==> src/ffba_pkg.sv <==
// Shared constants, codes and types for the first-fit block allocator.
// Depends on nothing; every other file in src/ refers to it by scoped names.
package ffba_pkg;

  // Table capacity (valid range 1 to 16, as the block index is INDEX_W = 4 bits wide).
  localparam int MAX_BLOCKS = 16;
  // The counter can hold the capacity itself; the table index only needs the depth.
  localparam int CNT_W      = $clog2(MAX_BLOCKS + 1);
  localparam int IDX_W      = (MAX_BLOCKS > 1) ? $clog2(MAX_BLOCKS) : 1;

  localparam int SIZE_W     = 16;
  localparam int STATUS_W   = 2;
  localparam int INDEX_W    = 4;
  localparam int IN_DATA_W  = 16;
  localparam int OUT_DATA_W = 24;

  // Command codes carried on the input tuser.
  localparam logic CMD_APPEND = 1'b0;
  localparam logic CMD_ALLOC  = 1'b1;

  typedef enum logic [STATUS_W-1:0] {
    ST_LOADED    = 2'd0,
    ST_ALLOCATED = 2'd1,
    ST_NO_FIT    = 2'd2,
    ST_FULL      = 2'd3
  } status_t;

  typedef enum logic [2:0] {
    S_IDLE   = 3'b001,
    S_SCAN   = 3'b010,
    S_RESULT = 3'b100
  } state_t;

  // Verdict of the shared fit unit for one table entry.
  typedef struct packed {
    logic              fit;
    logic [SIZE_W-1:0] leftover;
  } fit_res_t;

endpackage

==> src/first_fit_block_allocator.sv <==
// First-fit block allocator, top level. Depends on ffba_pkg, ffba_size_mem and ffba_fit_unit.
// A table of up to MAX_BLOCKS fixed memory blocks is loaded one size at a time: a beat with
// tuser = append stores the size at the next free position and answers "loaded" with that
// position, or "table full" once MAX_BLOCKS blocks are in. A beat with tuser = allocate scans
// the loaded blocks in index order and takes the first one that is free and at least as large
// as the request; it answers "allocated" with the index and the leftover (size minus request),
// or "no fit" with index and leftover zero. Taken blocks stay taken until reset. Every input
// beat produces exactly one output beat. An append goes to the result register on acceptance;
// an allocate scans until a hit or the end of the loaded blocks, reading one size entry per
// cycle through the single registered read port of the size store and feeding it to one
// shared compare-and-subtract unit. The block takes one item at a time; a result may wait in
// the output register while the next beat is accepted.
module first_fit_block_allocator (
  input  logic                              clk,
  input  logic                              rst,
  // Input beats
  input  logic                              s_axis_tvalid,
  output logic                              s_axis_tready,
  input  logic [ffba_pkg::IN_DATA_W-1:0]    s_axis_tdata,  // [15:0] size_value
  input  logic                              s_axis_tuser,  // [0] command
  // Result beats
  output logic                              m_axis_tvalid,
  input  logic                              m_axis_tready,
  output logic [ffba_pkg::OUT_DATA_W-1:0]   m_axis_tdata,  // [3:0] block_index, [19:4] leftover
  output logic [ffba_pkg::STATUS_W-1:0]     m_axis_tuser   // [1:0] status
);

  ffba_pkg::state_t state;

  // Table bookkeeping
  logic [ffba_pkg::CNT_W-1:0]      loaded;
  logic [ffba_pkg::MAX_BLOCKS-1:0] taken;

  // Scan state: scan_idx is the address being read, chk_idx the entry whose size is back
  logic [ffba_pkg::CNT_W-1:0]  scan_idx;
  logic [ffba_pkg::CNT_W-1:0]  chk_idx;
  logic                        chk_valid;
  logic [ffba_pkg::SIZE_W-1:0] request;

  // Pending result and output register
  ffba_pkg::status_t           res_status;
  logic [ffba_pkg::INDEX_W-1:0] res_index;
  logic [ffba_pkg::SIZE_W-1:0] res_left;
  logic                        out_valid;
  ffba_pkg::status_t           out_status;
  logic [ffba_pkg::INDEX_W-1:0] out_index;
  logic [ffba_pkg::SIZE_W-1:0] out_left;

  logic                        in_beat;
  logic                        table_full;
  logic                        mem_wr_en;
  logic                        issue;
  logic                        hit;
  logic                        load_out;
  logic [ffba_pkg::SIZE_W-1:0] rd_size;
  ffba_pkg::fit_res_t          fit;

  assign s_axis_tready = (state == ffba_pkg::S_IDLE);
  assign in_beat       = s_axis_tvalid && s_axis_tready;
  assign table_full    = (loaded == ffba_pkg::CNT_W'(ffba_pkg::MAX_BLOCKS));
  assign mem_wr_en     = in_beat && (s_axis_tuser == ffba_pkg::CMD_APPEND) && !table_full;

  // Issue a read while loaded entries remain; the compare follows in the next cycle, on the registered read data.
  assign issue = (state == ffba_pkg::S_SCAN) && (scan_idx < loaded);
  assign hit   = (state == ffba_pkg::S_SCAN) && chk_valid && fit.fit;

  // Move the pending result into the output register once that register is free
  assign load_out = (state == ffba_pkg::S_RESULT) && (!out_valid || m_axis_tready);

  ffba_size_mem u_size_mem (
    .clk     (clk),
    .wr_en   (mem_wr_en),
    .wr_addr (loaded[ffba_pkg::IDX_W-1:0]),
    .wr_data (s_axis_tdata[ffba_pkg::SIZE_W-1:0]),
    .rd_addr (scan_idx[ffba_pkg::IDX_W-1:0]),
    .rd_data (rd_size)
  );

  ffba_fit_unit u_fit_unit (
    .block_size (rd_size),
    .request    (request),
    .taken      (taken[chk_idx[ffba_pkg::IDX_W-1:0]]),
    .res        (fit)
  );

  always_ff @(posedge clk) begin
    if (rst) begin
      state     <= ffba_pkg::S_IDLE;
      loaded    <= '0;
      taken     <= '0;
      scan_idx  <= '0;
      chk_valid <= 1'b0;
      out_valid <= 1'b0;
    end else begin
      // Take a new result, or drop the old one once the sink takes it
      if (load_out) begin
        out_valid <= 1'b1;
      end else if (m_axis_tvalid && m_axis_tready) begin
        out_valid <= 1'b0;
      end

      unique case (state)
        ffba_pkg::S_IDLE: begin
          if (in_beat) begin
            if (s_axis_tuser == ffba_pkg::CMD_APPEND) begin
              if (table_full) begin
                res_status <= ffba_pkg::ST_FULL;
                res_index  <= '0;
                res_left   <= '0;
              end else begin
                res_status <= ffba_pkg::ST_LOADED;
                res_index  <= ffba_pkg::INDEX_W'(loaded);
                res_left   <= '0;
                taken[loaded[ffba_pkg::IDX_W-1:0]] <= 1'b0;
                loaded     <= loaded + 1'b1;
              end
              state <= ffba_pkg::S_RESULT;
            end else begin
              request   <= s_axis_tdata[ffba_pkg::SIZE_W-1:0];
              scan_idx  <= '0;
              chk_valid <= 1'b0;
              state     <= ffba_pkg::S_SCAN;
            end
          end
        end

        ffba_pkg::S_SCAN: begin
          chk_valid <= issue;
          chk_idx   <= scan_idx;
          if (issue) begin
            scan_idx <= scan_idx + 1'b1;
          end
          if (hit) begin
            // First free block that is large enough: claim it
            taken[chk_idx[ffba_pkg::IDX_W-1:0]] <= 1'b1;
            res_status <= ffba_pkg::ST_ALLOCATED;
            res_index  <= ffba_pkg::INDEX_W'(chk_idx);
            res_left   <= fit.leftover;
            state      <= ffba_pkg::S_RESULT;
          end else if (!issue && !chk_valid) begin
            // Nothing left in flight and nothing matched
            res_status <= ffba_pkg::ST_NO_FIT;
            res_index  <= '0;
            res_left   <= '0;
            state      <= ffba_pkg::S_RESULT;
          end
        end

        ffba_pkg::S_RESULT: begin
          // Hold until the output register is free
          if (load_out) begin
            out_status <= res_status;
            out_index  <= res_index;
            out_left   <= res_left;
            state      <= ffba_pkg::S_IDLE;
          end
        end

        default: begin
          state <= ffba_pkg::S_IDLE;
        end
      endcase
    end
  end

  assign m_axis_tvalid = out_valid;
  assign m_axis_tuser  = out_status;
  assign m_axis_tdata  = {
    (ffba_pkg::OUT_DATA_W - ffba_pkg::SIZE_W - ffba_pkg::INDEX_W)'(0),
    out_left,
    out_index
  };

  // The loaded count never passes the table capacity
  a_loaded_bound: assert property (@(posedge clk) disable iff (rst)
    loaded <= ffba_pkg::CNT_W'(ffba_pkg::MAX_BLOCKS))
    else $error("loaded count beyond capacity");

  // The loaded count only ever steps up by one
  a_loaded_step: assert property (@(posedge clk) disable iff (rst)
    (!$past(rst) && (loaded != $past(loaded))) |->
      (loaded == ffba_pkg::CNT_W'($past(loaded) + 1'b1)))
    else $error("loaded count jumped");

  // The scan only compares entries that have been loaded
  a_scan_in_table: assert property (@(posedge clk) disable iff (rst)
    ((state == ffba_pkg::S_SCAN) && chk_valid) |-> (chk_idx < loaded))
    else $error("scan compared an unloaded entry");

  // Failure results carry zero index and leftover
  a_fail_zero: assert property (@(posedge clk) disable iff (rst)
    (m_axis_tvalid && ((m_axis_tuser == ffba_pkg::ST_NO_FIT) ||
                       (m_axis_tuser == ffba_pkg::ST_FULL))) |-> (m_axis_tdata == '0))
    else $error("failure result with non-zero payload");

endmodule

==> src/ffba_size_mem.sv <==
// Block size store of the first-fit allocator: one write port, one registered read port.
// Depends on ffba_pkg.
module ffba_size_mem (
  input  logic                       clk,
  input  logic                       wr_en,
  input  logic [ffba_pkg::IDX_W-1:0]  wr_addr,
  input  logic [ffba_pkg::SIZE_W-1:0] wr_data,
  input  logic [ffba_pkg::IDX_W-1:0]  rd_addr,
  output logic [ffba_pkg::SIZE_W-1:0] rd_data
);

  logic [ffba_pkg::SIZE_W-1:0] mem [0:ffba_pkg::MAX_BLOCKS-1];

  always_ff @(posedge clk) begin
    if (wr_en) begin
      mem[wr_addr] <= wr_data;
    end
  end

  always_ff @(posedge clk) begin
    rd_data <= mem[rd_addr];
  end

endmodule

==> src/ffba_fit_unit.sv <==
// Shared compare-and-subtract unit: checks one table entry against the request.
// Depends on ffba_pkg.
module ffba_fit_unit (
  input  logic [ffba_pkg::SIZE_W-1:0] block_size,
  input  logic [ffba_pkg::SIZE_W-1:0] request,
  input  logic                        taken,
  output ffba_pkg::fit_res_t          res
);

  always_comb begin
    res.fit      = !taken && (block_size >= request);
    res.leftover = block_size - request;
  end

endmodule

==> config.mk <==
export PLATFORM = sky130hd
export DESIGN_NAME = first_fit_block_allocator
export DESIGN_NICKNAME = d
export VERILOG_FILES = /design/src/ffba_pkg.sv /design/src/first_fit_block_allocator.sv /design/src/ffba_size_mem.sv /design/src/ffba_fit_unit.sv
export SDC_FILE = /design/constraint.sdc
export NUM_CORES = 1
export LEC_CHECK = 0
export ABC_CLOCK_PERIOD_IN_PS = 4000
export BUFFER_PORTS_ARGS = -buffer_cell sky130_fd_sc_hd__buf_4
export CAP_MARGIN = 20
export CORE_MARGIN = 2
export CORE_UTILIZATION = 40
export DETAILED_ROUTE_END_ITERATION = 12
export PLACE_DENSITY = 0.57
export SLEW_MARGIN = 10
export SYNTH_ARGS = -nofsm -noshare
export SYNTH_HDL_FRONTEND = slang
export SYNTH_SLANG_ARGS = --single-unit
==> constraint.sdc <==
create_clock -name clk -period 4 [get_ports clk]
set_input_delay 0.4 -clock clk [delete_from_list [all_inputs] [get_ports clk]]
set_output_delay 0.4 -clock clk [all_outputs]
set_load 0.1 [all_outputs]
==> results.tsv, run 1 <==
metric	value	unit
crit_path_start_kind	flop	
core	35700	um^2
areaGrowthSynthToFinish	16.5	%
rows	69	
grt_setup_unrepaired	no	
finalNetCount	924	
wl_per_cell	22.9	um
synth_compound_area_frac	0.0442	
drive_gt1_frac	0.250	
multi_input_area	3710	um^2
die_w	195	um
fp.dieH	195	um
clock-sinks	367	
hpwl	18300	um
grt-ovfl-total	0	
worst_skew_pair.late_latency	0.53	ns
tightest_slew	0.772	ns
synthArstFlopShare	0	
slew_headroom	0.485	
max_cap_violations	0	
htree_num_levels	2	
crit_path_max_fanout	22	
cts_hold_buf	0	
yosysUniqueCellTypes	53	
cts_setup_buffers	0	
vdd.ir_drop.worst	0.258	mV
synth_top_family_by_area	multiplexers	
yosysWarningCount	0	
tns	0	ns
viasPerCell	5.35	
synth-simple-area-share	0.0463	
syn_area_per_cell	18.3	um^2
power_density	494	nW/um^2
regArea	10600	um^2
synth-edff-count	320	
grt.total_usage	0.168	
leakagePower	5.61	nW
finalMaxSlewViolations	0	
cts_root_buffer	clkbuf_16	
outcome	finished, final reports clean	
synth_xor_area_frac	0.00722	
post-route-util	0.474	
dpl_cell_area	15600	um^2
numPortBuffers	44	
grt_antenna_before_repair	0	
grt_pass1_vias	7355	
critPathKind	reg2reg	
ios	49	
ys_dominant_reg_cell	edfxtp_1	
synth_cells	794	
clk_path_buf_depth	3	
fin_ws	0.730	ns
dr.first_iter.drc_count	544	
grt_max_degree	44	
hold_viol_final	0	
drc	0	
worst_clock_skew	0.0198	ns
hp-class	in2reg	
worstPathRequired	4.20	ns
wl	31300	um
ant_nets	0	
max_freq	306	MHz
diodes	0	
synthMuxAreaShare	0.132	
clk_pin_slew	0.06	ns
cts_tree	built	
cp.arrival	3.47	ns
fin_cells	1369	
place.gp.congestion	0.785	
start_util	0.407	
via_count	7328	
ys_ff_latch	367	
cts_made_buffers	39	
stdcell_area	17000	um^2
dpl.cell_count	1297	
firstDrtPassIters	5	
synth_seq_area_share	0.725	
postCtsResizedCells	0	
fin_crit_sh	0.817	
die_area	37900	um^2
synth_fa_ha_area_frac	0.0229	
fin_crit	3.27	ns
syn_area	14600	um^2
finalSetupViolations	0	
grt_pass1_wl	47300	um
pre_cts_ws	0.719	ns
nFillCells	3032	
endpoint_kind	flop	
[logic make-up (layout without fill, tap and decap cells)]
group | after synthesis | count (layout)
buffers and inverters | 78 | 189
and+or+nand+nor | 132 | 132
DFF | 367 | 367
muxes | 86 | 86
AOI/OAI and AO/OA | 92 | 92
other | 1 | 4
adders and majority gates | 26 | 26
xor gates and xnor gates | 12 | 12
[metal layers]
| layer | vias to the layer above | global-route usage | routed length, um |
|---|---|---|---|
| met1 | 3774 | 0.229 | 14000 |
| met2 | 179 | 0.280 | 15300 |
| met3 | 46 | 0.0279 | 1320 |
| met5 | - | 0 | 0 |
| met4 | 0 | 0.0503 | 701 |
| li1 | 3329 | - | - |
[cell usage in the layout, fill, tap and decap left out, types with 3 or more instances in the layout]
master        n
a211oi_1      8
a21o_1        5
a21oi_1      17
and2_1       15
and3_1        5
buf_12        4
buf_4        68
bufinv_16     6
clkbuf_16    40
clkinv_1      5
clkinv_2     10
clkinvlp_4    4
conb_1        4
dfxtp_1      45
edfxtp_1    320
ha_1         25
inv_1        45
mux4_1        3
mux4_2       81
nand2_1      18
nand2b_1      8
nand3_1       9
nand3b_1      5
nor2_1       39
nor2b_1       3
nor3_1       17
nor3b_1       3
o211ai_1      6
o21a_1        6
o21ai_0      18
o32ai_1      15
xnor2_1       6
xor2_1        6
[worst max-delay path, stage by stage, from the launching register on]
cell and delay, ns:
edfxtp_1 0.38, ha_1 0.24, fa_1 0.42, nand2b_1 0.18
a211oi_1 0.35, o211ai_1 0.20, a31o_1 0.49, o211a_1 0.28
nor3_2 0.10, buf_4 0.30
[flip-flops by register name, indices dropped and copies added, names as in the netlist, 5 cells and up]
signal and cells:
res_left 16, u_size_mem.mem 256, out_left 16, loaded 5, request 16, scan_idx 5, u_size_mem.rd_data 16, taken 16
[cell usage after synthesis (all sizes together) (3+ instances only)]
master,instances,area (um^2)
nor2,39,146
inv,45,169
a21o,5,37.5
ha,25,313
o32ai,15,131
o21a,6,45.0
mux4,84,1900
nor3b,5,37.5
a211oi,8,60.1
and3,5,31.3
nor3,18,90.1
dfxtp,47,941
buf,15,87.6
nor2b,3,18.8
nand2,18,67.6
nand3b,5,37.5
xor2,6,52.6
o211ai,6,45.0
clkbuf,18,67.6
nand2b,8,50.1
o21ai,18,90.1
edfxtp,320,9610
a21oi,17,85.1
nand3,9,45.0
xnor2,6,52.6
and2,15,93.8
[power by group]
part           total (W)  switching, W  internal [W]
clock            0.00375       0.00148       0.00226
combinational   0.000411      0.000240      0.000171
sequential       0.00423     0.0000318       0.00420
[area by class of cell]
class	count	area share
Clock buffer	43	0.0609
Clock inverter	29	0.0190
Multi-Input combinational cell	352	0.219
Sequential cell	367	0.623
Inverter	45	0.00996
Tap cell	461	0.0340
Timing Repair Buffer	72	0.0348
[per-stage QoR]
stage                     total power [W]  hold slack [ns]
final                             0.00838            0.184
after global routing              0.00867            0.182
after CTS                         0.00848            0.163
after detailed placement          0.00472            0.405
after global placement            0.00472            0.403
after floorplan                   0.00458            0.400
[path summary, 6_finish.rpt]
| path | end | slack [ns] | from | cells after the start |
|---|---|---|---|---|
| hold reg to reg | out_left[2] | 0.42 | res_left[2] | 0 |
| setup / recovery | res_left[11] | 0.73 | request[0] | 9 |
| setup reg to reg | res_left[11] | 0.73 | request[0] | 9 |
| hold / removal | request[4] | 0.18 | s_axis_tdata[4] | 1 |
No activity file was read; power rests on OpenSTA's default activity.
==> run 2, diff against run 1 <==
--- a/config.mk
+++ b/config.mk
@@ -5,13 +5,13 @@
 export SDC_FILE = /design/constraint.sdc
 export NUM_CORES = 1
 export LEC_CHECK = 0
-export ABC_CLOCK_PERIOD_IN_PS = 4000
+export ABC_CLOCK_PERIOD_IN_PS = 3350
 export BUFFER_PORTS_ARGS = -buffer_cell sky130_fd_sc_hd__buf_4
 export CAP_MARGIN = 20
 export CORE_MARGIN = 2
 export CORE_UTILIZATION = 40
 export DETAILED_ROUTE_END_ITERATION = 12
-export PLACE_DENSITY = 0.57
+export PLACE_DENSITY = 0.54
 export SLEW_MARGIN = 10
 export SYNTH_ARGS = -nofsm -noshare
 export SYNTH_HDL_FRONTEND = slang
==> constraint.sdc (replaced) <==
create_clock -name clk -period 3.35 [get_ports clk]
set_input_delay 0.335 -clock clk [delete_from_list [all_inputs] [get_ports clk]]
set_output_delay 0.335 -clock clk [all_outputs]
set_load 0.1 [all_outputs]
==> run 2 against run 1 <==
Compared with the run above:
- sequential power increased by 19%
- final area decreased by 0.20%
- non-clock buffer count grew 1
- clock-buffer cell count rose by 13
- critical path depth stayed put
- worst hold slack got worse by 0.066 ns
- final cell count is essentially flat
==> results.tsv, run 2 (synthesis results as in run 1) <==
metric	value	unit
largest_reg_flops	256	
clock-sinks	367	
worst_clock_skew	0.0263	ns
grt_antenna_before_repair	0	
grt_pass1_wl	49800	um
critPathKind	reg2reg	
combPwrFrac	0.052	
vdd.ir_drop.worst	0.328	mV
drc	0	
hold_viol_final	0	
wl_per_cell	23.9	um
place.gp.congestion	0.868	
core	35700	um^2
fin_cells	1370	
grt_setup_unrepaired	no	
outcome	finished, final reports clean	
ios	49	
crit_path_max_fanout	17	
dr.first_iter.drc_count	595	
finalSetupViolations	0	
grt_max_degree	69	
start_util	0.407	
p_sw_frac	0.212	
wl	32800	um
finalNetCount	925	
tightest_slew	0.577	ns
grt-ovfl-total	0	
crit_path_start_kind	flop	
cts_setup_buffers	0	
clk_path_buf_depth	3	
grt.total_usage	0.177	
final_common_cell	edfxtp_1	
cts_root_buffer	clkbuf_16	
via_count	7492	
final_cell_mix	edfxtp_1, mux4_2, buf_4	
power_density	572	nW/um^2
cts_tree	built	
p_sw	0.00205	W
cts_hold_buf	0	
worstPathRequired	3.77	ns
die_w	195	um
areaGrowthSynthToFinish	16.2	%
fin_crit_sh	0.913	
leakagePower	5.57	nW
fp.dieH	195	um
post-route-util	0.473	
numPortBuffers	44	
viasPerCell	5.47	
postCtsResizedCells	0	
finalMaxSlewViolations	0	
cp.arrival	3.48	ns
htree_num_levels	2	
fin_crit	3.06	ns
p_int	0.00763	W
worst_skew_pair.late_latency	0.53	ns
nFillCells	2990	
grt_pass1_vias	7912	
slew_headroom	0.614	
top_register	u_size_mem.mem	
seq_power_share	0.521	
die_area	37900	um^2
diodes	0	
tns	0	ns
hp-class	in2reg	
firstDrtPassIters	5	
dpl.cell_count	1298	
clockPowerShare	0.427	
dpl_cell_area	15700	um^2
stdcell_area	16900	um^2
ant_nets	0	
cpPeakStageDelay	0.52	ns
drive_gt1_frac	0.239	
cp_cell_sequence	ha_1 -> fa_1 -> nand2b_1 -> a211oi_1 -> o211ai_1 -> a31o_1 -> buf_4 -> or4b_4 -> o32ai_1	
endpoint_kind	flop	
max_freq	327	MHz
cts_made_buffers	39	
rows	69	
max_cap_violations	0	
cp_slowest_cell	or4b_4	
hpwl	19900	um
clk_pin_slew	0.06	ns
## run 2: changes by cell type in the layout (fill, tap and decap cells not counted), sizes merged
cell | before | now
clkinv | 18 | 10
clkinvlp | 4 | 2
bufinv | 6 | 2
clkbuf | 43 | 56
inv | 46 | 47
buf | 72 | 73
## run 2: path summary, 6_finish.rpt
check | start | to | slack (ns) | cells after the start
hold reg to reg | res_index[0] | out_index[0] | 0.42 | 0
hold / removal | s_axis_tdata[11] | u_size_mem.mem[6][11] | 0.12 | 1
setup reg to reg | request[0] | taken[9] | 0.29 | 9
setup / recovery | request[0] | taken[9] | 0.29 | 9
## run 2: layout make-up
class	instances	area (um^2)	area share
clock buffer	56	1080	0.0639
clock inverter	16	150	0.00887
inverter	45	169	0.00998
multi-input combinational	352	3710	0.220
sequential	367	10600	0.624
tap	461	577	0.0341
timing repair buffer	73	673	0.0398
## run 2: worst max-delay path: cells and delay by family, from the launching register on
kind | cells | cell delay (ns)
flip-flops | 1 | 0.37
AO/OA/AOI/OAI | 4 | 1.02
adder cells (fa/ha/maj) | 2 | 0.64
AND/OR/NAND/NOR | 2 | 0.71
buffers and inverters | 1 | 0.20
## run 2: power groups by stage
stage	Combinational [W]	Sequential [W]	Clock [W]
2_1_floorplan	0.000343	0.00513	0
6_report	0.000503	0.00504	0.00413
4_1_cts	0.000507	0.00505	0.00422
5_1_grt	0.000551	0.00505	0.00441
3_3_place_gp	0.000492	0.00514	0
3_5_place_dp	0.000504	0.00514	0
## run 2: metal layers
layer / wire length (um) / part of all wire / track usage / up-vias
li1: - / - / - / 3327
met1: 13900 / 0.42 / 0.228 / 3896
met2: 16400 / 0.50 / 0.306 / 205
met3: 1410 / 0.043 / 0.0286 / 64
met4: 1090 / 0.033 / 0.0630 / 0
met5: 0 / 0 / 0 / -
## run 2: stage by stage
step                      setup slack [ns]  hold slack, ns  total power, W
after floorplan                      0.231           0.400         0.00547
after global placement               0.418           0.404         0.00563
after detailed placement             0.343           0.405         0.00565
after CTS                            0.288           0.104         0.00978
after global routing                 0.130           0.124          0.0100
final                                0.291           0.119         0.00968
